==> src/rtl/ipv4_flow_key_extractor_unit_defines.svh <==
// ----------------------------------------------------------------------------
// ipv4_flow_key_extractor_unit_defines
// assertion macros for the flow key extractor, empty in synthesis
// ----------------------------------------------------------------------------
`ifndef IPV4_FLOW_KEY_EXTRACTOR_UNIT_DEFINES_SVH
`define IPV4_FLOW_KEY_EXTRACTOR_UNIT_DEFINES_SVH

`ifndef SYNTHESIS

`define IPV4FKE_ASSERT_NOW(label, ck, rs, ante, cons) \
  label: assert property (@(posedge ck) disable iff (rs) (ante) |-> (cons)) \
    else $error("ipv4 flow key extractor check failed");

`define IPV4FKE_ASSERT_NEXT(label, ck, rs, ante, cons) \
  label: assert property (@(posedge ck) disable iff (rs) (ante) |=> (cons)) \
    else $error("ipv4 flow key extractor check failed");

`else

`define IPV4FKE_ASSERT_NOW(label, ck, rs, ante, cons)

`define IPV4FKE_ASSERT_NEXT(label, ck, rs, ante, cons)

`endif

`endif

==> src/rtl/ipv4fke_pkg.sv <==
// ----------------------------------------------------------------------------
// ipv4fke_pkg
// shared types, header offsets and link tables for the flow key extractor
// ----------------------------------------------------------------------------
package ipv4fke_pkg;

  localparam int unsigned OUT_W       = 144;
  localparam int unsigned CFG_INDEX_W = 3;
  localparam int unsigned CFG_DATA_W  = 16;

  typedef enum logic [CFG_INDEX_W-1:0] {
    CFG_LINK_TYPE,
    CFG_PORT_ACCT,
    CFG_NF_DISABLE,
    CFG_NF_SAMPLED,
    CFG_SAMPLE_INTERVAL
  } cfg_index_e;

  typedef enum logic [2:0] {
    LINK_ETHERNET,
    LINK_PPP,
    LINK_RAW,
    LINK_NULL,
    LINK_SLL,
    LINK_TOKEN_RING
  } link_type_e;

  // offsets within the ip header
  localparam logic [15:0] IP_VER_OFS     = 16'd0;
  localparam logic [15:0] IP_TOS_OFS     = 16'd1;
  localparam logic [15:0] IP_LEN_HI_OFS  = 16'd2;
  localparam logic [15:0] IP_LEN_LO_OFS  = 16'd3;
  localparam logic [15:0] IP_PROTO_OFS   = 16'd9;
  localparam logic [15:0] IP_SRC_OFS     = 16'd12;
  localparam logic [15:0] IP_DST_OFS     = 16'd16;
  localparam logic [15:0] IP_HDR_MIN     = 16'd20;
  localparam logic [15:0] L4_PORT_BYTES  = 16'd4;
  localparam logic [15:0] TCP_FLAGS_OFS  = 16'd13;
  localparam logic [3:0]  IP_VERSION_4   = 4'd4;

  localparam logic [7:0] PROTO_TCP  = 8'd6;
  localparam logic [7:0] PROTO_UDP  = 8'd17;
  localparam logic [7:0] PROTO_SCTP = 8'd132;

  typedef struct packed {
    logic [2:0]  link_type;
    logic        port_accounting;
    logic        netflow_disable;
    logic        netflow_sampled;
    logic [15:0] sample_interval;
  } cfg_t;

  typedef struct packed {
    logic        accepted;
    logic [31:0] source_ip;
    logic [31:0] dest_ip;
    logic [7:0]  ip_protocol;
    logic [7:0]  type_of_service;
    logic        ports_valid;
    logic [15:0] source_port;
    logic [15:0] dest_port;
    logic [7:0]  tcp_flag_bits;
    logic [15:0] ip_length;
  } flow_key_t;

  function automatic logic [4:0] link_offset(input logic [2:0] lt);
    logic [4:0] ofs;
    case (lt)
      LINK_ETHERNET:   ofs = 5'd14;
      LINK_PPP:        ofs = 5'd4;
      LINK_RAW:        ofs = 5'd0;
      LINK_NULL:       ofs = 5'd4;
      LINK_SLL:        ofs = 5'd16;
      LINK_TOKEN_RING: ofs = 5'd22;
      default:         ofs = 5'd0;
    endcase
    return ofs;
  endfunction

  function automatic logic link_supported(input logic [2:0] lt);
    logic ok;
    case (lt)
      LINK_ETHERNET, LINK_PPP, LINK_RAW, LINK_NULL, LINK_SLL, LINK_TOKEN_RING: ok = 1'b1;
      default: ok = 1'b0;
    endcase
    return ok;
  endfunction

  function automatic logic ported_proto(input logic [7:0] p);
    return (p == PROTO_TCP) || (p == PROTO_UDP) || (p == PROTO_SCTP);
  endfunction

endpackage

==> src/rtl/ipv4fke_hdr.sv <==
// ----------------------------------------------------------------------------
// ipv4fke_hdr
// byte position tracking, ip and transport header latches, key assembly
// ----------------------------------------------------------------------------
module ipv4fke_hdr (
  input  logic                   clk,
  input  logic                   rst,
  input  logic                   step,
  input  logic [7:0]             data_byte,
  input  logic                   last_byte,
  input  logic [2:0]             link_type,
  output ipv4fke_pkg::flow_key_t key
);

  logic [15:0] byte_position;
  logic [7:0]  version_ihl;
  logic [7:0]  tos_latch;
  logic [15:0] total_length_latch;
  logic [7:0]  protocol_latch;
  logic [31:0] source_latch;
  logic [31:0] dest_latch;
  logic [31:0] port_latch;
  logic [7:0]  flags_latch;

  logic [15:0] byte_position_next;
  logic [7:0]  version_ihl_next;
  logic [7:0]  tos_latch_next;
  logic [15:0] total_length_latch_next;
  logic [7:0]  protocol_latch_next;
  logic [31:0] source_latch_next;
  logic [31:0] dest_latch_next;
  logic [31:0] port_latch_next;
  logic [7:0]  flags_latch_next;

  logic [4:0]  lofs;
  logic        link_ok;
  logic        in_ip;
  logic [15:0] rel;
  logic [15:0] l4;
  logic        l4_ok;
  logic [16:0] cap;
  logic [16:0] ip_cap;
  logic        acc;
  logic        pv;
  logic        fv;

  assign lofs    = ipv4fke_pkg::link_offset(link_type);
  assign link_ok = ipv4fke_pkg::link_supported(link_type);
  assign in_ip   = link_ok && (byte_position >= {11'd0, lofs});
  assign rel     = byte_position - {11'd0, lofs};
  assign l4      = {10'd0, version_ihl[3:0], 2'b00};
  assign l4_ok   = l4 >= ipv4fke_pkg::IP_HDR_MIN;

  always_comb begin
    version_ihl_next        = version_ihl;
    tos_latch_next          = tos_latch;
    total_length_latch_next = total_length_latch;
    protocol_latch_next     = protocol_latch;
    source_latch_next       = source_latch;
    dest_latch_next         = dest_latch;
    port_latch_next         = port_latch;
    flags_latch_next        = flags_latch;
    if (in_ip) begin
      if (rel == ipv4fke_pkg::IP_VER_OFS) begin
        version_ihl_next = data_byte;
      end else if (rel == ipv4fke_pkg::IP_TOS_OFS) begin
        tos_latch_next = data_byte;
      end else if (rel == ipv4fke_pkg::IP_LEN_HI_OFS || rel == ipv4fke_pkg::IP_LEN_LO_OFS) begin
        total_length_latch_next = {total_length_latch[7:0], data_byte};
      end else if (rel == ipv4fke_pkg::IP_PROTO_OFS) begin
        protocol_latch_next = data_byte;
      end else if (rel >= ipv4fke_pkg::IP_SRC_OFS && rel < ipv4fke_pkg::IP_DST_OFS) begin
        source_latch_next = {source_latch[23:0], data_byte};
      end else if (rel >= ipv4fke_pkg::IP_DST_OFS && rel < ipv4fke_pkg::IP_HDR_MIN) begin
        dest_latch_next = {dest_latch[23:0], data_byte};
      end
      if (rel >= ipv4fke_pkg::IP_HDR_MIN && l4_ok) begin
        if (rel >= l4 && rel < l4 + ipv4fke_pkg::L4_PORT_BYTES) begin
          port_latch_next = {port_latch[23:0], data_byte};
        end
        if (rel == l4 + ipv4fke_pkg::TCP_FLAGS_OFS) begin
          flags_latch_next = data_byte;
        end
      end
    end
  end

  always_comb begin
    if (last_byte) begin
      byte_position_next = 16'd0;
    end else if (byte_position != 16'hFFFF) begin
      byte_position_next = byte_position + 16'd1;
    end else begin
      byte_position_next = byte_position;
    end
  end

  always_ff @(posedge clk) begin
    if (rst) begin
      byte_position <= 16'd0;
      version_ihl   <= 8'd0;
    end else if (step) begin
      byte_position <= byte_position_next;
      version_ihl   <= version_ihl_next;
    end
  end

  always_ff @(posedge clk) begin
    if (step) begin
      tos_latch          <= tos_latch_next;
      total_length_latch <= total_length_latch_next;
      protocol_latch     <= protocol_latch_next;
      source_latch       <= source_latch_next;
      dest_latch         <= dest_latch_next;
      port_latch         <= port_latch_next;
      flags_latch        <= flags_latch_next;
    end
  end

  // key as seen once the current byte is folded in
  assign cap    = {1'b0, byte_position} + 17'd1;
  assign ip_cap = cap - {12'd0, lofs};
  assign acc    = link_ok && (cap >= {12'd0, lofs} + {1'b0, ipv4fke_pkg::IP_HDR_MIN})
                  && (version_ihl_next[7:4] == ipv4fke_pkg::IP_VERSION_4);
  assign pv     = ipv4fke_pkg::ported_proto(protocol_latch_next) && l4_ok
                  && ({1'b0, l4} + {1'b0, ipv4fke_pkg::L4_PORT_BYTES} <= ip_cap);
  assign fv     = pv && (protocol_latch_next == ipv4fke_pkg::PROTO_TCP)
                  && ({1'b0, l4} + {1'b0, ipv4fke_pkg::TCP_FLAGS_OFS} < ip_cap);

  always_comb begin
    key = '0;
    if (acc) begin
      key.accepted        = 1'b1;
      key.source_ip       = source_latch_next;
      key.dest_ip         = dest_latch_next;
      key.ip_protocol     = protocol_latch_next;
      key.type_of_service = tos_latch_next;
      key.ports_valid     = pv;
      key.source_port     = pv ? port_latch_next[31:16] : 16'd0;
      key.dest_port       = pv ? port_latch_next[15:0] : 16'd0;
      key.tcp_flag_bits   = fv ? flags_latch_next : 8'd0;
      key.ip_length       = total_length_latch_next;
    end
  end

endmodule

==> src/rtl/ipv4_flow_key_extractor_unit.sv <==
// ----------------------------------------------------------------------------
// ipv4_flow_key_extractor_unit
// per-byte ipv4 five-tuple extraction with optional 1-in-n sampling
// ----------------------------------------------------------------------------
// throughput: one byte per cycle, set by the single header update stage,
// while the result register is free; a last byte waits in the input stage
// one result per packet, on the byte marked by s_tlast
// reset (rst, synchronous): registers return to their reset values,
// sample phase and byte position clear, input and output stages empty
`include "ipv4_flow_key_extractor_unit_defines.svh"

module ipv4_flow_key_extractor_unit (
  input  logic                                  clk,
  input  logic                                  rst,
  input  logic                                  s_tvalid,
  output logic                                  s_tready,
  input  logic [7:0]                            s_tdata,   // data_byte
  input  logic                                  s_tlast,
  output logic                                  m_tvalid,
  input  logic                                  m_tready,
  // accepted, flow_emit, source_ip, dest_ip, ip_protocol, type_of_service,
  // ports_valid, source_port, dest_port, tcp_flag_bits, ip_length,
  // aggregate_ports, zero pad
  output logic [ipv4fke_pkg::OUT_W-1:0]         m_tdata,
  input  logic                                  cfg_we,
  input  logic [ipv4fke_pkg::CFG_INDEX_W-1:0]   cfg_index,
  input  logic [ipv4fke_pkg::CFG_DATA_W-1:0]    cfg_data
);

  ipv4fke_pkg::cfg_t      cfg;
  ipv4fke_pkg::flow_key_t key;

  logic        s1_valid;
  logic [7:0]  s1_byte;
  logic        s1_last;
  logic        s1_go;

  logic [15:0] sample_phase;
  logic [15:0] sample_phase_next;
  logic [16:0] phase_inc;
  logic [16:0] interval_eff;
  logic        sample_step;
  logic        emit;
  logic        aggregate;

  always_ff @(posedge clk) begin
    if (rst) begin
      cfg.link_type       <= 3'd0;
      cfg.port_accounting <= 1'b0;
      cfg.netflow_disable <= 1'b0;
      cfg.netflow_sampled <= 1'b0;
      cfg.sample_interval <= 16'd1;
    end else if (cfg_we) begin
      case (cfg_index)
        ipv4fke_pkg::CFG_LINK_TYPE:       cfg.link_type       <= cfg_data[2:0];
        ipv4fke_pkg::CFG_PORT_ACCT:       cfg.port_accounting <= cfg_data[0];
        ipv4fke_pkg::CFG_NF_DISABLE:      cfg.netflow_disable <= cfg_data[0];
        ipv4fke_pkg::CFG_NF_SAMPLED:      cfg.netflow_sampled <= cfg_data[0];
        ipv4fke_pkg::CFG_SAMPLE_INTERVAL: cfg.sample_interval <= cfg_data[15:0];
        default: ;
      endcase
    end
  end

  // input stage; a last byte waits only for a free result slot
  assign s1_go    = s1_valid && (!s1_last || !m_tvalid || m_tready);
  assign s_tready = !s1_valid || s1_go;

  always_ff @(posedge clk) begin
    if (rst) begin
      s1_valid <= 1'b0;
    end else if (s_tready) begin
      s1_valid <= s_tvalid;
    end
  end

  always_ff @(posedge clk) begin
    if (s_tready) begin
      s1_byte <= s_tdata;
      s1_last <= s_tlast;
    end
  end

  ipv4fke_hdr u_hdr (
    .clk       (clk),
    .rst       (rst),
    .step      (s1_go),
    .data_byte (s1_byte),
    .last_byte (s1_last),
    .link_type (cfg.link_type),
    .key       (key)
  );

  // sampling phase
  assign sample_step  = s1_go && s1_last && key.accepted && !cfg.netflow_disable
                        && cfg.netflow_sampled;
  assign phase_inc    = {1'b0, sample_phase} + 17'd1;
  assign interval_eff = (cfg.sample_interval == 16'd0) ? 17'd1 : {1'b0, cfg.sample_interval};
  assign sample_phase_next = (phase_inc >= interval_eff) ? 16'd0 : phase_inc[15:0];

  always_ff @(posedge clk) begin
    if (rst) begin
      sample_phase <= 16'd0;
    end else if (sample_step) begin
      sample_phase <= sample_phase_next;
    end
  end

  assign emit      = key.accepted && !cfg.netflow_disable
                     && (!cfg.netflow_sampled || sample_phase == 16'd0);
  assign aggregate = key.accepted && !cfg.port_accounting;

  // result register
  always_ff @(posedge clk) begin
    if (rst) begin
      m_tvalid <= 1'b0;
    end else if (s1_go && s1_last) begin
      m_tvalid <= 1'b1;
    end else if (m_tready) begin
      m_tvalid <= 1'b0;
    end
  end

  always_ff @(posedge clk) begin
    if (s1_go && s1_last) begin
      m_tdata <= {4'd0, aggregate, key.ip_length, key.tcp_flag_bits, key.dest_port,
                  key.source_port, key.ports_valid, key.type_of_service, key.ip_protocol,
                  key.dest_ip, key.source_ip, emit, key.accepted};
    end
  end

  `IPV4FKE_ASSERT_NOW(a_emit_needs_accept, clk, rst, m_tvalid && m_tdata[1], m_tdata[0])
  `IPV4FKE_ASSERT_NOW(a_reject_is_zero, clk, rst, m_tvalid && !m_tdata[0], m_tdata[143:1] == '0)
  `IPV4FKE_ASSERT_NOW(a_stall_has_byte, clk, rst, !s_tready, s1_valid && s1_last && m_tvalid)
  `IPV4FKE_ASSERT_NEXT(a_last_gives_result, clk, rst, s1_go && s1_last, m_tvalid)

endmodule
==> config.mk <==
export PLATFORM = sky130hd
export DESIGN_NAME = ipv4_flow_key_extractor_unit
export DESIGN_NICKNAME = d
export VERILOG_FILES = /design/src/rtl/ipv4fke_pkg.sv /design/src/rtl/ipv4fke_hdr.sv /design/src/rtl/ipv4_flow_key_extractor_unit.sv
export VERILOG_INCLUDE_DIRS = /design/src /design/src/rtl
export SDC_FILE = /design/constraint.sdc
export NUM_CORES = 1
export LEC_CHECK = 0
export BUFFER_PORTS_ARGS = -buffer_cell sky130_fd_sc_hd__buf_4
export CAP_MARGIN = 20
export CORE_ASPECT_RATIO = 1.4
export CORE_UTILIZATION = 45
export DETAILED_ROUTE_END_ITERATION = 7
export PLACE_DENSITY_LB_ADDON = 0.15
export SETUP_SLACK_MARGIN = 0.05
export SLEW_MARGIN = 20
export SYNTH_ARGS = -nofsm -noshare
export SYNTH_HDL_FRONTEND = slang
export SYNTH_SLANG_ARGS = --single-unit
export TNS_END_PERCENT = 30
==> constraint.sdc <==
create_clock -name clk -period 16.29 [get_ports clk]
set_input_delay 2.4435 -clock clk [delete_from_list [all_inputs] [get_ports clk]]
set_output_delay 2.4435 -clock clk [all_outputs]
set_load 0.005 [all_outputs]
# --- After elaboration in Yosys (flattened, before gate mapping) ---
# Index checks and enable logic that the tools add are counted.
op_classes:
  add_sub_neg: 10
  mul: 0
  n_div: 0
  magnitude_cmp: 13
  n_eq_ne: 19
  shift: 0
  muxes: 45
  bitwise_logic: 0
  n_reduce_logical: 50
ops:
  columns: ["op", "count"]
  rows:
  - ["two-way mux 32 bit", 16]
  - ["two-way mux 16 bit", 10]
  - ["two-way mux 138 bit", 1]
  - ["two-way mux 8 bit", 14]
  - ["logical NOT 16 bit", 3]
  - ["adder 16 x 1 -> 17 bit (second input constant)", 2]
  - ["== test 16 x 2 -> 1 bit (second input constant)", 2]
  - [">= comparator 16 x 5 -> 1 bit (second input constant)", 2]
  - ["less-than comparator 16 x 5 -> 1 bit (second input constant)", 2]
  - ["case mux 5 bit (4 select lines)", 1]
  - ["logical AND 1 bit", 19]
  - [">= comparator 17 x 16 -> 1 bit", 1]
  - [">= comparator 17 bit", 1]
  - ["<= comparator 17 bit", 1]
  - ["less-than comparator 17 bit", 1]
  - ["subtractor 17 x 5 -> 17 bit", 1]
  - ["adder 16 x 1 -> 16 bit (second input constant)", 1]
  - ["== test 16 x 1 -> 1 bit (second input constant)", 1]
  - ["== test 16 bit", 1]
  - ["== test 16 x 4 -> 1 bit (second input constant)", 1]
  - [">= comparator 16 x 4 -> 1 bit (second input constant)", 1]
  - [">= comparator 16 x 5 -> 1 bit", 1]
  - [">= comparator 16 x 6 -> 1 bit", 1]
  - ["less-than comparator 16 bit", 1]
  - ["22 further kinds", 52]
word_totals:
  regBits: 349
  latchBits: 0
  ramBits: 0
  romBits: 0
  inputBits: 33
  output_inout_bits: 146
  elab_cells: 161
  memories: 0

# --- Logic depth before layout (Yosys ltp) ---
# Gate-level depths: netlist of run 1.
depth:
  depth_word: 22
  ltp_mapped: 19
  depth_no_buf: 16

# --- Hierarchy ---
# From an unflattened synthesis of run 1, not the netlist that was laid out.
unflattened:
  cells_unflattened: 1338
  hier_area_um2: 17016.3
by_module_without_submodules:
  columns: ["mod", "n_inst", "cells_each", "area_each_um2", "seq_area_each_um2"]
  rows:
  - ["ipv4fke_hdr", 1, 867, 10072.2, 4564.4]
  - ["ipv4_flow_key_extractor_unit", 1, 471, 6944.2, 5275.1]

# --- Worst setup path before layout of run 1 ---
# OpenSTA, ideal clock, no wires.
synth_path:
  path_kind: "input port to flip-flop"
  start: "input port m_tready"
  end: "register sample_phase[8]"
  setup_ps: 127
  arrival_time_ps: 14811
  t_required_ps: 16163
  slack_ps: 1352
  stages: 9
  n_path_buf: 2
  cell_sequence: "nor2b_1 > a21boi_1 > and2_1 > clkbuf_1 > and3b_1 > clkbuf_1 > o21ai_0 > o211ai_1 > o31ai_1"
synth_via:
  elab_chain_cells: 6
synth_rtl:
  columns: ["item", "line", "text"]
  rows:
  - ["start: declaration", "ipv4_flow_key_extractor_unit.sv:20", "input logic m_tready,"]
  - ["logical OR 1 bit", "ipv4_flow_key_extractor_unit.sv:66", "assign s1_go = s1_valid && (!s1_last || !m_tvalid || m_tready);"]
  - ["logical AND 1 bit", "ipv4_flow_key_extractor_unit.sv:66", null]
  - ["named net s1_go", "ipv4_flow_key_extractor_unit.sv:36", "logic s1_go;"]
  - ["logical AND 1 bit (3 in a row)", "ipv4_flow_key_extractor_unit.sv:95", "assign sample_step = s1_go && s1_last && key.accepted && !cfg.netflow_disable"]
  - ["logical AND 1 bit", "ipv4_flow_key_extractor_unit.sv:96", "&& cfg.netflow_sampled;"]
  - ["end signal: assignment", "ipv4_flow_key_extractor_unit.sv:105", "sample_phase <= sample_phase_next;"]
  - ["end: declaration", "ipv4_flow_key_extractor_unit.sv:38", "logic [15:0] sample_phase;"]
# The timed path passes the listed nets, and every way through them passes these cells.
# A chain may end at the register's enable or synchronous reset.

# --- Worst setup path after layout of run 1 ---
layout_path:
  start: "input port m_tready"
  end: "output port s_tready"
layout_via:
  elab_chain_cells: 3
layout_rtl:
  columns: ["item", "line", "text"]
  rows:
  - ["logical OR 1 bit", "ipv4_flow_key_extractor_unit.sv:66", null]
  - ["logical AND 1 bit", "ipv4_flow_key_extractor_unit.sv:66", null]
  - ["logical OR 1 bit", "ipv4_flow_key_extractor_unit.sv:67", "assign s_tready = !s1_valid || s1_go;"]
  - ["end: declaration", "ipv4_flow_key_extractor_unit.sv:16", "output logic s_tready,"]
# Every way passes these cells.

==> results of run 1 <==
[layout make-up]
type                       instances  area (um^2)  area share [%]
clock inverter                    12          105           0.542
multi-input combinational        870         6300            32.5
timing repair buffer             183         1370            7.08
inverter                          55          208            1.07
sequential                       349         9840            50.7
clock buffer                      50         1010            5.18
tap                              462          578            2.98
[state kept, by name, indices dropped and copies added, names as in the netlist, 16 cells and up]
name,count
u_hdr.dest_latch,32
m_tdata,140
u_hdr.port_latch,32
sample_phase,16
u_hdr.source_latch,32
u_hdr.byte_position,16
u_hdr.total_length_latch,16
cfg,22
[routing by layer]
| layer | global-route usage, % | vias up | share of wire [%] |
|---|---|---|---|
| li1 | - | 5210 | - |
| met1 | 26.6 | 5301 | 44 |
| met2 | 33.4 | 275 | 50 |
| met3 | 2.64 | 52 | 3.9 |
| met4 | 5.82 | 0 | 2.2 |
| met5 | 0 | - | 0 |
[critical path, delay by kind of cell]
kind | cells | cell delay (ns)
buffers and inverters | 2 | 0.40
AND/OR/NAND/NOR | 2 | 0.73
[synthesized netlist by cell type, drive strengths merged, types with 3 or more instances]
| master | number |
|---|---|
| edfxtp | 285 |
| mux2 | 121 |
| nand2 | 104 |
| and2 | 84 |
| a21oi | 67 |
| dfxtp | 64 |
| clkbuf | 57 |
| inv | 54 |
| ha | 52 |
| nor2 | 51 |
| nor2b | 46 |
| o21ai | 40 |
| nand3 | 33 |
| xnor2 | 28 |
| nor3 | 22 |
| nand4 | 20 |
| buf | 19 |
| xor2 | 18 |
| a21o | 16 |
| mux2i | 15 |
| nor4 | 14 |
| or3 | 13 |
| and3 | 10 |
| o211ai | 8 |
| a211oi | 7 |
| nand3b | 7 |
| o2111ai | 7 |
| a31oi | 6 |
| nand2b | 6 |
| nor4b | 6 |
| and4 | 5 |
| nand4b | 5 |
| nor4bb | 5 |
| o31ai | 5 |
| or4 | 4 |
| fa | 3 |
| o21a | 3 |
| o32ai | 3 |
[per-stage QoR]
step	power (mW)	utilization, %
global route	1.90	53.7
CTS	1.86	53.7
detailed placement	1.07	50.6
floorplan	1.04	-
finish	1.84	53.7
global placement	1.07	50.6
[worst paths after layout]
| check | startpoint | to | slack [ns] |
|---|---|---|---|
| setup / recovery | m_tready | s_tready | 10.27 |
| hold / removal | cfg[3] | cfg[3] | 0.47 |
| setup reg to reg | cfg[21] | m_tdata[86] | 10.32 |
| hold reg to reg | cfg[3] | cfg[3] | 0.47 |
[power by group]
part / switching [mW] / internal, mW / total [mW]
Sequential: 0.0124 / 0.973 / 0.985
Clock: 0.340 / 0.450 / 0.790
Combinational: 0.0408 / 0.0251 / 0.0659
[logic make-up (layout without fill, tap and decap cells)]
logic type                 count (synthesis)  in the layout  share of synthesized area, %
adders and majority gates                 55             55                          4.28
and+or+nand+nor                          445            445                          14.7
DFF                                      349            349                          59.2
xor gates and xnor gates                  46             46                          2.42
AOI/OAI and AO/OA                        184            184                          6.96
muxes                                    136            136                          9.10
buffers and inverters                    131            300                          3.26
other                                      1              4                        0.0226
==> reports/qor.csv, run 1 <==
stage;metric;value;unit
yosys;synth_top_area_share;51.5;%
worst_setup_path;arrival;3.57;ns
power;p_leak;6.74;nW
worst_setup_path;cp_cell_sequence;buf_4, nor2b_1, nand3_1, buf_4;
yosys;syn_avg_cell_area;12.3;um^2
timing;timing.clock.skew;0.0119;ns
layout;area.growth.synth_to_final;16.8;%
cts;cts_buffers;36;
cts;clock_latency;0.53;ns
timing;post-route-period-util;36.9;%
cts;cts_hold_buf;0;
layout;n_fill_cell;3075;
cts;cts-root-buf;clkbuf_16;
worst_setup_path;cp_max_fo;11;
timing;holdWs;0.473;ns
route;drc;0;
worst_hold_path;min_path_cells;2;
floorplan;die_area;0.0377;mm^2
timing;final_hold_viol_count;0;
timing;fmax;0.166;GHz
grt;grt_pass1_vias;10400;
yosys;synth-seq-area-share;59.2;%
yosys;synth_cell_types;73;
placement;place_ws;9.98;ns
route;drt-initial-drc-count;867;
floorplan;rows;82;
power;ir_worst_vdd;0.0872;mV
cts;clk_path_buf_depth;3;
route;ant_nets;0;
route;vias_per_cell;5.47;
yosys;synth.area.top_cells;edfxtp_1 51%, mux2_2 8.2%, dfxtp_1 7.7%, ha_1 3.9%, and2_1 3.1%;
grt;antenna_found_initial;0;
placement;dp_hpwl;24900;um
cts;cts.htree.levels;2;
floorplan;dieWidth;164;um
worst_setup_path;max_stage_delay;0.44;ns
worst_setup_path;cp.required;13.85;ns
yosys;yosysTopAreaCell;edfxtp_1;
worst_setup_path;end_kind;primary output;
layout;num_antenna_cells;0;
yosys;synth_edf_count;285;
timing;setup_slack;10.27;ns
placement;placed_cell_area;0.0183;mm^2
placement;io_buffers;174;
route;drt_pass1_iterations;5;
floorplan;die_y;229;um
cts;clock_sinks;349;
worst_setup_path;worst_setup_path_start_kind;primary input;
placement;gp_congestion;0.896;
cts;cts_resized;0;
cts;cts.clk_slew.worst_paths;0.06;ns
route;vias;10800;
outcome;status;completed;
yosys;syn_area;0.0166;mm^2
worst_setup_path;worstRegToRegCells;16;
layout;layout_commonest_cell;edfxtp_1;
cts;post_cts_buffers;0;
yosys;netlist_instances;1347;
floorplan;core_area;0.0361;mm^2
timing;max_slew_margin;26.1;%
grt;grt_pass1_wl;58300;um
worst_hold_path;hold_path_class;flop to flop;
cts;cts_tree;yes;
floorplan;io_pins;179;
layout;design_area;0.0194;mm^2
route;drt-total-wl;37400;um
timing;drv_slew;0;
layout;finalNonFillerCells;1981;
layout;final_cell_mix;285 x edfxtp_1, 183 x buf_4, 121 x mux2_2;
route;routedWlPerCell;18.9;um
power;powerDensity;94.8;mW/mm^2
yosys;async_flop_share;0;%
grt;grt_util_all_layers;19.9;%
timing;rsz0062_at_grt;false;
timing;min_period;6.02;ns
worst_setup_path;crit_top_cell;buf_4;
yosys;ys_ff_latch;349;
grt;grt_overflow;0;
timing;worstMarginPinSlew;1.10;ns
placement;post-place-cells;1919;
timing;final-setup-viol-count;0;
layout;final_layout_size_suffix_gt1_share;24.5;%
worst_setup_path;slowest_stage;nand3_1;
worst_setup_path;criticalPathCategory;primary input to primary output;
yosys;synth_ff_type;edfxtp_1;
layout;nets;1583;
run;cap_violations;0;
floorplan;start_util;46.0;%
timing;setup_tns;0;ns
grt;grt_start_max_net_pins;84;
yosys;synth_warnings;0;
No activity file was read; power rests on OpenSTA's default activity.
==> run 2, diff against run 1 <==
Clock period 16.29 ns to 6 ns, I/O delays scaled along.
==> run 2 against run 1 <==
  * Sequential share of layout area barely moved
  * Via count unchanged
  * Design area hardly changed
  * Critical path type is now flop to flop
  * Wire length is 1.1% lower
  * Clock power increased to 2.6 times the previous value
  * Die area is the same
  * Critical path depth up 12
  * Combinational power increased to 2.8 times the previous value
  * Non-clock buffer count rose by 7
  * Sequential cell count unchanged
  * Utilization hardly changed
  * Worst setup slack got worse by 9.7 ns
==> reports/qor.csv, run 2 (synthesis gave the netlist of run 1 again) <==
stage;metric;value;unit;change
placement;post-place-cells;1925;;was 1,919
cts;post_cts_buffers;0;;unchanged
layout;regArea;0.00984;mm^2;unchanged
power;p_comb_share;3.8;%;was 3.6%
timing;final_hold_viol_count;0;;unchanged
power;swShare;22.0;%;was 21.4%
outcome;status;completed;;unchanged
worst_hold_path;min_from;cfg[13];;was cfg[3]
cts;cts_tree;yes;;unchanged
timing;timing.clock.skew;0.0173;ns;was 0.0119 ns
layout;largest_register_ffs;140;;unchanged
worst_setup_path;max_stage_delay;0.77;ns;was 0.44 ns
worst_setup_path;cp_max_fo;82;;was 11
worst_setup_path;cp.required;6.37;ns;was 13.85 ns
power;ir_worst_vdd;0.186;mV;was 0.0872 mV
timing;min_period;5.44;ns;
placement;io_buffers;174;;unchanged
cts;cts.clk_slew.worst_paths;0.07;ns;was 0.06 ns
timing;setup_tns;0;ns;unchanged
grt;grt_start_max_net_pins;140;;was 84
floorplan;dieWidth;164;um;unchanged
timing;max_slew_margin;30.3;%;was 26.1%
layout;final_layout_size_suffix_gt1_share;24.7;%;was 24.5%
floorplan;rows;82;;unchanged
timing;post-route-period-util;90.6;%;
route;drt-initial-drc-count;697;;was 867
timing;fmax;0.184;GHz;
power;powerDensity;252;mW/mm^2;was 94.8 mW/mm^2
timing;rsz0062_at_grt;false;;unchanged
cts;clock_latency;0.54;ns;was 0.53 ns
grt;antenna_found_initial;0;;unchanged
route;drc;0;;unchanged
run;cap_violations;0;;unchanged
layout;design_area;0.0194;mm^2;about the same
timing;final-setup-viol-count;0;;unchanged
worst_setup_path;criticalPathCategory;flop to flop;;was primary input to primary output
layout;multiInputGateArea;0.00629;mm^2;was 0.00630 mm^2
floorplan;io_pins;179;;unchanged
power;p_leak;6.75;nW;was 6.74 nW
worst_setup_path;worstRegToRegCells;16;;unchanged
worst_setup_path;worst_setup_path_start_kind;flop;;was primary input
timing;worstMarginPinSlew;1.04;ns;was 1.10 ns
placement;gp_congestion;0.861;;was 0.896
layout;num_antenna_cells;0;;unchanged
power;power;4.89;mW;was 1.84 mW
timing;holdWs;0.472;ns;was 0.473 ns
grt;grt_pass1_vias;10600;;was 10,400
worst_setup_path;end_kind;flop;;was primary output
power;p_seq_share;54.6;%;was 53.5%
power;power.share.clock;41.7;%;was 42.9%
worst_hold_path;min_path_cells;2;;unchanged
grt;grt_overflow;0;;unchanged
worst_setup_path;reg2reg_slack;0.56;ns;was 10.32 ns
worst_hold_path;hold_path_class;flop to flop;;unchanged
worst_setup_path;r2r-end;m_tdata[120];;was m_tdata[86]
grt;grt_pass1_wl;57400;um;was 58,300 um
cts;cts.htree.levels;2;;unchanged
layout;final_cell_mix;285 x edfxtp_1, 188 x buf_4, 121 x mux2_2;;was 285 x edfxtp_1, 183 x buf_4, 121 x mux2_2
worst_setup_path;rr_startpoint;cfg[21];;unchanged
floorplan;die_y;229;um;unchanged
floorplan;core_area;0.0361;mm^2;unchanged
power;intPower;3.82;mW;was 1.45 mW
layout;nets;1589;;was 1,583
route;vias_per_cell;5.45;;was 5.47
timing;drv_slew;0;;unchanged
layout;area.growth.synth_to_final;16.8;%;about the same
layout;layout_commonest_cell;edfxtp_1;;unchanged
worst_setup_path;slowest_stage;a2111oi_0;;was nand3_1
grt;grt_util_all_layers;19.6;%;was 19.9%
cts;clock_sinks;349;;unchanged
route;drt-total-wl;37000;um;was 37,400 um
cts;cts_resized;0;;unchanged
layout;n_fill_cell;3167;;was 3,075
placement;dp_hpwl;24900;um;about the same
power;switchingPower;1.07;mW;was 393 uW
placement;placed_cell_area;0.0184;mm^2;was 0.0183 mm^2
floorplan;start_util;46.0;%;unchanged
cts;cts-root-buf;clkbuf_16;;unchanged
cts;cts_buffers;35;;was 36
cts;cts_hold_buf;0;;unchanged
cts;clk_path_buf_depth;3;;unchanged
worst_setup_path;cp_cell_sequence;xor2_1, nor2_1, ha_1, inv_1, fa_1, a21o_1, a2111oi_0, xor2_1, or4_1, or4_1, a21o_1, buf_4, clkinv_2, buf_12, o2111ai_2, nor2b_1;;was buf_4, nor2b_1, nand3_1, buf_4
floorplan;die_area;0.0377;mm^2;unchanged
route;vias;10800;;unchanged
route;ant_nets;0;;unchanged
worst_setup_path;arrival;5.81;ns;was 3.57 ns
route;drt_pass1_iterations;4;;was 5
layout;max_flop_register;m_tdata;;unchanged
route;routedWlPerCell;18.6;um;was 18.9 um
layout;finalNonFillerCells;1989;;was 1,981
worst_hold_path;holdPathEnd;cfg[13];;was cfg[3]
## run 2: per-stage QoR
step	utilization (%)	setup WS [ns]
final	53.8	0.563
after global routing	53.8	0.154
after CTS	53.7	0.605
after detailed placement	50.8	0.649
after global placement	50.8	0.793
after floorplan	-	0.0653
## run 2: per-layer routing
metal,share of wire [%],wire (um),up-vias,track usage [%]
li1,-,-,5235,-
met1,42,15700,5259,25.4
met2,50,18500,275,32.8
met3,4.5,1670,69,3.10
met4,3.2,1180,0,7.43
met5,0,0,-,0
## run 2: area by class of cell
type	instances	area share [%]
Sequential cell	349	50.7
Multi-Input combinational cell	870	32.4
Timing Repair Buffer	190	7.47
Clock buffer	46	4.77
Tap cell	462	2.98
Inverter	55	1.07
Clock inverter	17	0.657
## run 2: power by group through the flow
stage	Combinational (mW)	Clock, mW	Sequential [mW]
floorplan	0.105	0	2.71
finish	0.184	2.04	2.67
CTS	0.187	2.09	2.67
detailed placement	0.186	0	2.72
global route	0.205	2.18	2.67
global placement	0.183	0	2.72
## run 2: critical path: cells and delay by family, from the launching register on
| family | cells | cell delay [ns] |
|---|---|---|
| AOI/OAI and AO/OA | 4 | 1.48 |
| xor gates and xnor gates | 2 | 0.30 |
| adders and majority gates | 2 | 0.57 |
| buffers and inverters | 4 | 0.83 |
| DFF | 1 | 0.44 |
| and+or+nand+nor | 4 | 1.59 |
## run 2: worst max-delay path by stage
| stage | start | to | slack [ns] | depth (start not counted) |
|---|---|---|---|---|
| 5_1_grt | cfg[21] | m_tdata[120] | 0.15 | 16 |
| 6_report | cfg[21] | m_tdata[120] | 0.56 | 16 |
| 2_1_floorplan | m_tready | sample_phase[8] | 0.07 | 9 |
| 3_5_place_dp | cfg[21] | m_tdata[120] | 0.65 | 16 |
| 4_1_cts | cfg[21] | m_tdata[120] | 0.61 | 16 |
| 3_3_place_gp | cfg[21] | m_tdata[119] | 0.79 | 16 |
==> run 3, diff against run 2 <==
Clock period 6 ns to 4.65 ns, I/O delays scaled along.
==> run 3 against run 2 <==
  * Worst hold slack worse by 0.12 ns
  * Design area is 0.96% higher
  * Power is 33% higher
  * Via count is 0.75% higher
  * Die area stayed put
==> reports/qor.csv, run 3 (synthesis gave the netlist of run 1 again) <==
stage;metric;value;unit;change
outcome;status;completed;;unchanged
cts;cts_tree;yes;;unchanged
timing;worstMarginPinSlew;1.09;ns;was 1.04 ns
grt;grt_start_max_net_pins;104;;was 140
grt;grt.busiest_layer;met2;;unchanged
placement;io_buffers;174;;unchanged
layout;final_cell_mix;285 x edfxtp_1, 198 x buf_4, 121 x mux2_2;;was 285 x edfxtp_1, 188 x buf_4, 121 x mux2_2
worst_setup_path;slowest_stage;or4_4;;was a2111oi_0
timing;fmax;0.232;GHz;was 0.184 GHz
cts;cts.htree.levels;2;;unchanged
timing;final_hold_viol_count;0;;unchanged
grt;gr-usage-met1;24.3;%;was 25.4%
layout;layout_commonest_cell;edfxtp_1;;unchanged
worst_hold_path;hold_path_class;primary input to flop;;was flop to flop
floorplan;dieWidth;164;um;unchanged
cts;clk_path_buf_depth;3;;unchanged
floorplan;core_area;0.0361;mm^2;unchanged
timing;rsz0062_at_grt;false;;unchanged
layout;num_antenna_cells;0;;unchanged
timing;setup_slack;0.332;ns;was 0.563 ns
layout;largest_register_ffs;140;;unchanged
power;ir_worst_vdd;0.244;mV;was 0.186 mV
worst_setup_path;end_kind;flop;;unchanged
worst_setup_path;reg2reg_slack;0.33;ns;was 0.56 ns
power;powerDensity;333;mW/mm^2;was 252 mW/mm^2
route;drc;0;;unchanged
grt;grt_overflow;0;;unchanged
floorplan;die_area;0.0377;mm^2;unchanged
timing;max_slew_margin;27.6;%;was 30.3%
layout;design_area;0.0196;mm^2;was 0.0194 mm^2
floorplan;start_util;46.0;%;unchanged
grt;grt_pass1_wl;57400;um;about the same
route;routedWlPerCell;18.5;um;was 18.6 um
layout;max_flop_register;m_tdata;;unchanged
worst_setup_path;arrival;4.69;ns;was 5.81 ns
cts;post_cts_buffers;0;;unchanged
route;drt-initial-drc-count;720;;was 697
layout;nets;1600;;was 1,589
route;drt_pass1_iterations;5;;was 4
placement;dp_hpwl;25400;um;was 24,900 um
floorplan;die_y;229;um;unchanged
grt;use_met2;33.8;%;was 32.8%
cts;clock_latency;0.52;ns;was 0.54 ns
timing;timing.clock.skew;0.0151;ns;was 0.0173 ns
run;cap_violations;0;;unchanged
route;vias;10900;;was 10,800
timing;post-route-period-util;92.9;%;was 90.6%
cts;cts-root-buf;clkbuf_16;;unchanged
cts;cts.clk_slew.worst_paths;0.06;ns;was 0.07 ns
worst_setup_path;max_stage_delay;0.53;ns;was 0.77 ns
worst_setup_path;path_buf_inv;4;;unchanged
cts;cts_buffers;35;;unchanged
grt;grt_pass1_vias;10700;;was 10,600
worst_setup_path;crit_family;simple AND/OR/NAND/NOR gates;;unchanged
floorplan;rows;82;;unchanged
worst_setup_path;cp_max_fo;33;;was 82
route;drt-total-wl;36900;um;was 37,000 um
route;vias_per_cell;5.46;;was 5.45
layout;area.growth.synth_to_final;18.0;%;was 16.8%
cts;cts_hold_buf;0;;unchanged
placement;placed_cell_area;0.0185;mm^2;was 0.0184 mm^2
floorplan;io_pins;179;;unchanged
worst_setup_path;cp.required;5.02;ns;was 6.37 ns
worst_setup_path;criticalPathCategory;flop to flop;;unchanged
grt;grtUsageMet3;3.26;%;was 3.10%
grt;grt_util_all_layers;19.5;%;was 19.6%
placement;place_ws;0.111;ns;was 0.649 ns
grt;antenna_found_initial;0;;unchanged
worst_setup_path;cp_cell_sequence;xor2_1, nor2_1, ha_1, inv_1, fa_1, a21o_1, a2111oi_1, buf_4, xor2_1, or4_4, or4_1, a21o_1, inv_6, o2111ai_2, buf_6, nor2b_1;;was xor2_1, nor2_1, ha_1, inv_1, fa_1, a21o_1, a2111oi_0, xor2_1, or4_1, or4_1, a21o_1, buf_4, clkinv_2, buf_12, o2111ai_2, nor2b_1
layout;final_layout_size_suffix_gt1_share;25.4;%;was 24.7%
timing;drv_slew;0;;unchanged
cts;cts_resized;0;;unchanged
power;p_leak;6.85;nW;was 6.75 nW
cts;clock_sinks;349;;unchanged
worst_setup_path;worst_setup_path_start_kind;flop;;unchanged
timing;min_period;4.32;ns;was 5.44 ns
timing;final-setup-viol-count;0;;unchanged
route;ant_nets;0;;unchanged
placement;gp_congestion;0.881;;was 0.861
## run 3: final timing paths
kind                            startpoint            to  depth (start not counted)
worst max-delay path               cfg[19]  m_tdata[106]                         16
worst max register to register     cfg[19]  m_tdata[106]                         16
worst min register to register     cfg[13]       cfg[13]                          2
worst min-delay path            s_tdata[2]    s1_byte[2]                          1
## run 3: metrics by stage
stage | hold slack, ns | std cells | setup TNS, ns | util (%) | power [mW]
2_1_floorplan | 0.443 | 1350 | -1.60 | - | 3.63
3_3_place_gp | 0.459 | 1937 | 0 | 51.1 | 3.75
3_5_place_dp | 0.466 | 1937 | 0 | 51.1 | 3.76
4_1_cts | 0.326 | 1998 | 0 | 54.2 | 6.61
5_1_grt | 0.330 | 1998 | 0 | 54.3 | 6.73
6_report | 0.353 | 1998 | 0 | 54.3 | 6.53
## run 3: metal layers
metal	part of all wire, %	wire, um	vias up
li1	-	-	5263
met1	41	15300	5309
met2	51	18800	280
met3	4.6	1710	67
met4	3.0	1100	0
met5	0	0	-
## run 3: power by group
| group | internal, mW | leakage [nW] | switching, mW |
|---|---|---|---|
| sequential | 3.41 | 2.95 | 0.0330 |
| clock | 1.69 | 0.549 | 1.15 |
| combinational | 0.0953 | 3.36 | 0.151 |
| total | 5.20 | 6.85 | 1.33 |
## run 3: cell type report
cell class | instances | area [um^2]
Fill cell | 3158 | 16500
Inverter | 55 | 211
Sequential cell | 349 | 9840
Tap cell | 462 | 578
Clock inverter | 16 | 203
Timing Repair Buffer | 201 | 1540
Clock buffer | 45 | 933
Multi-Input combinational cell | 870 | 6300
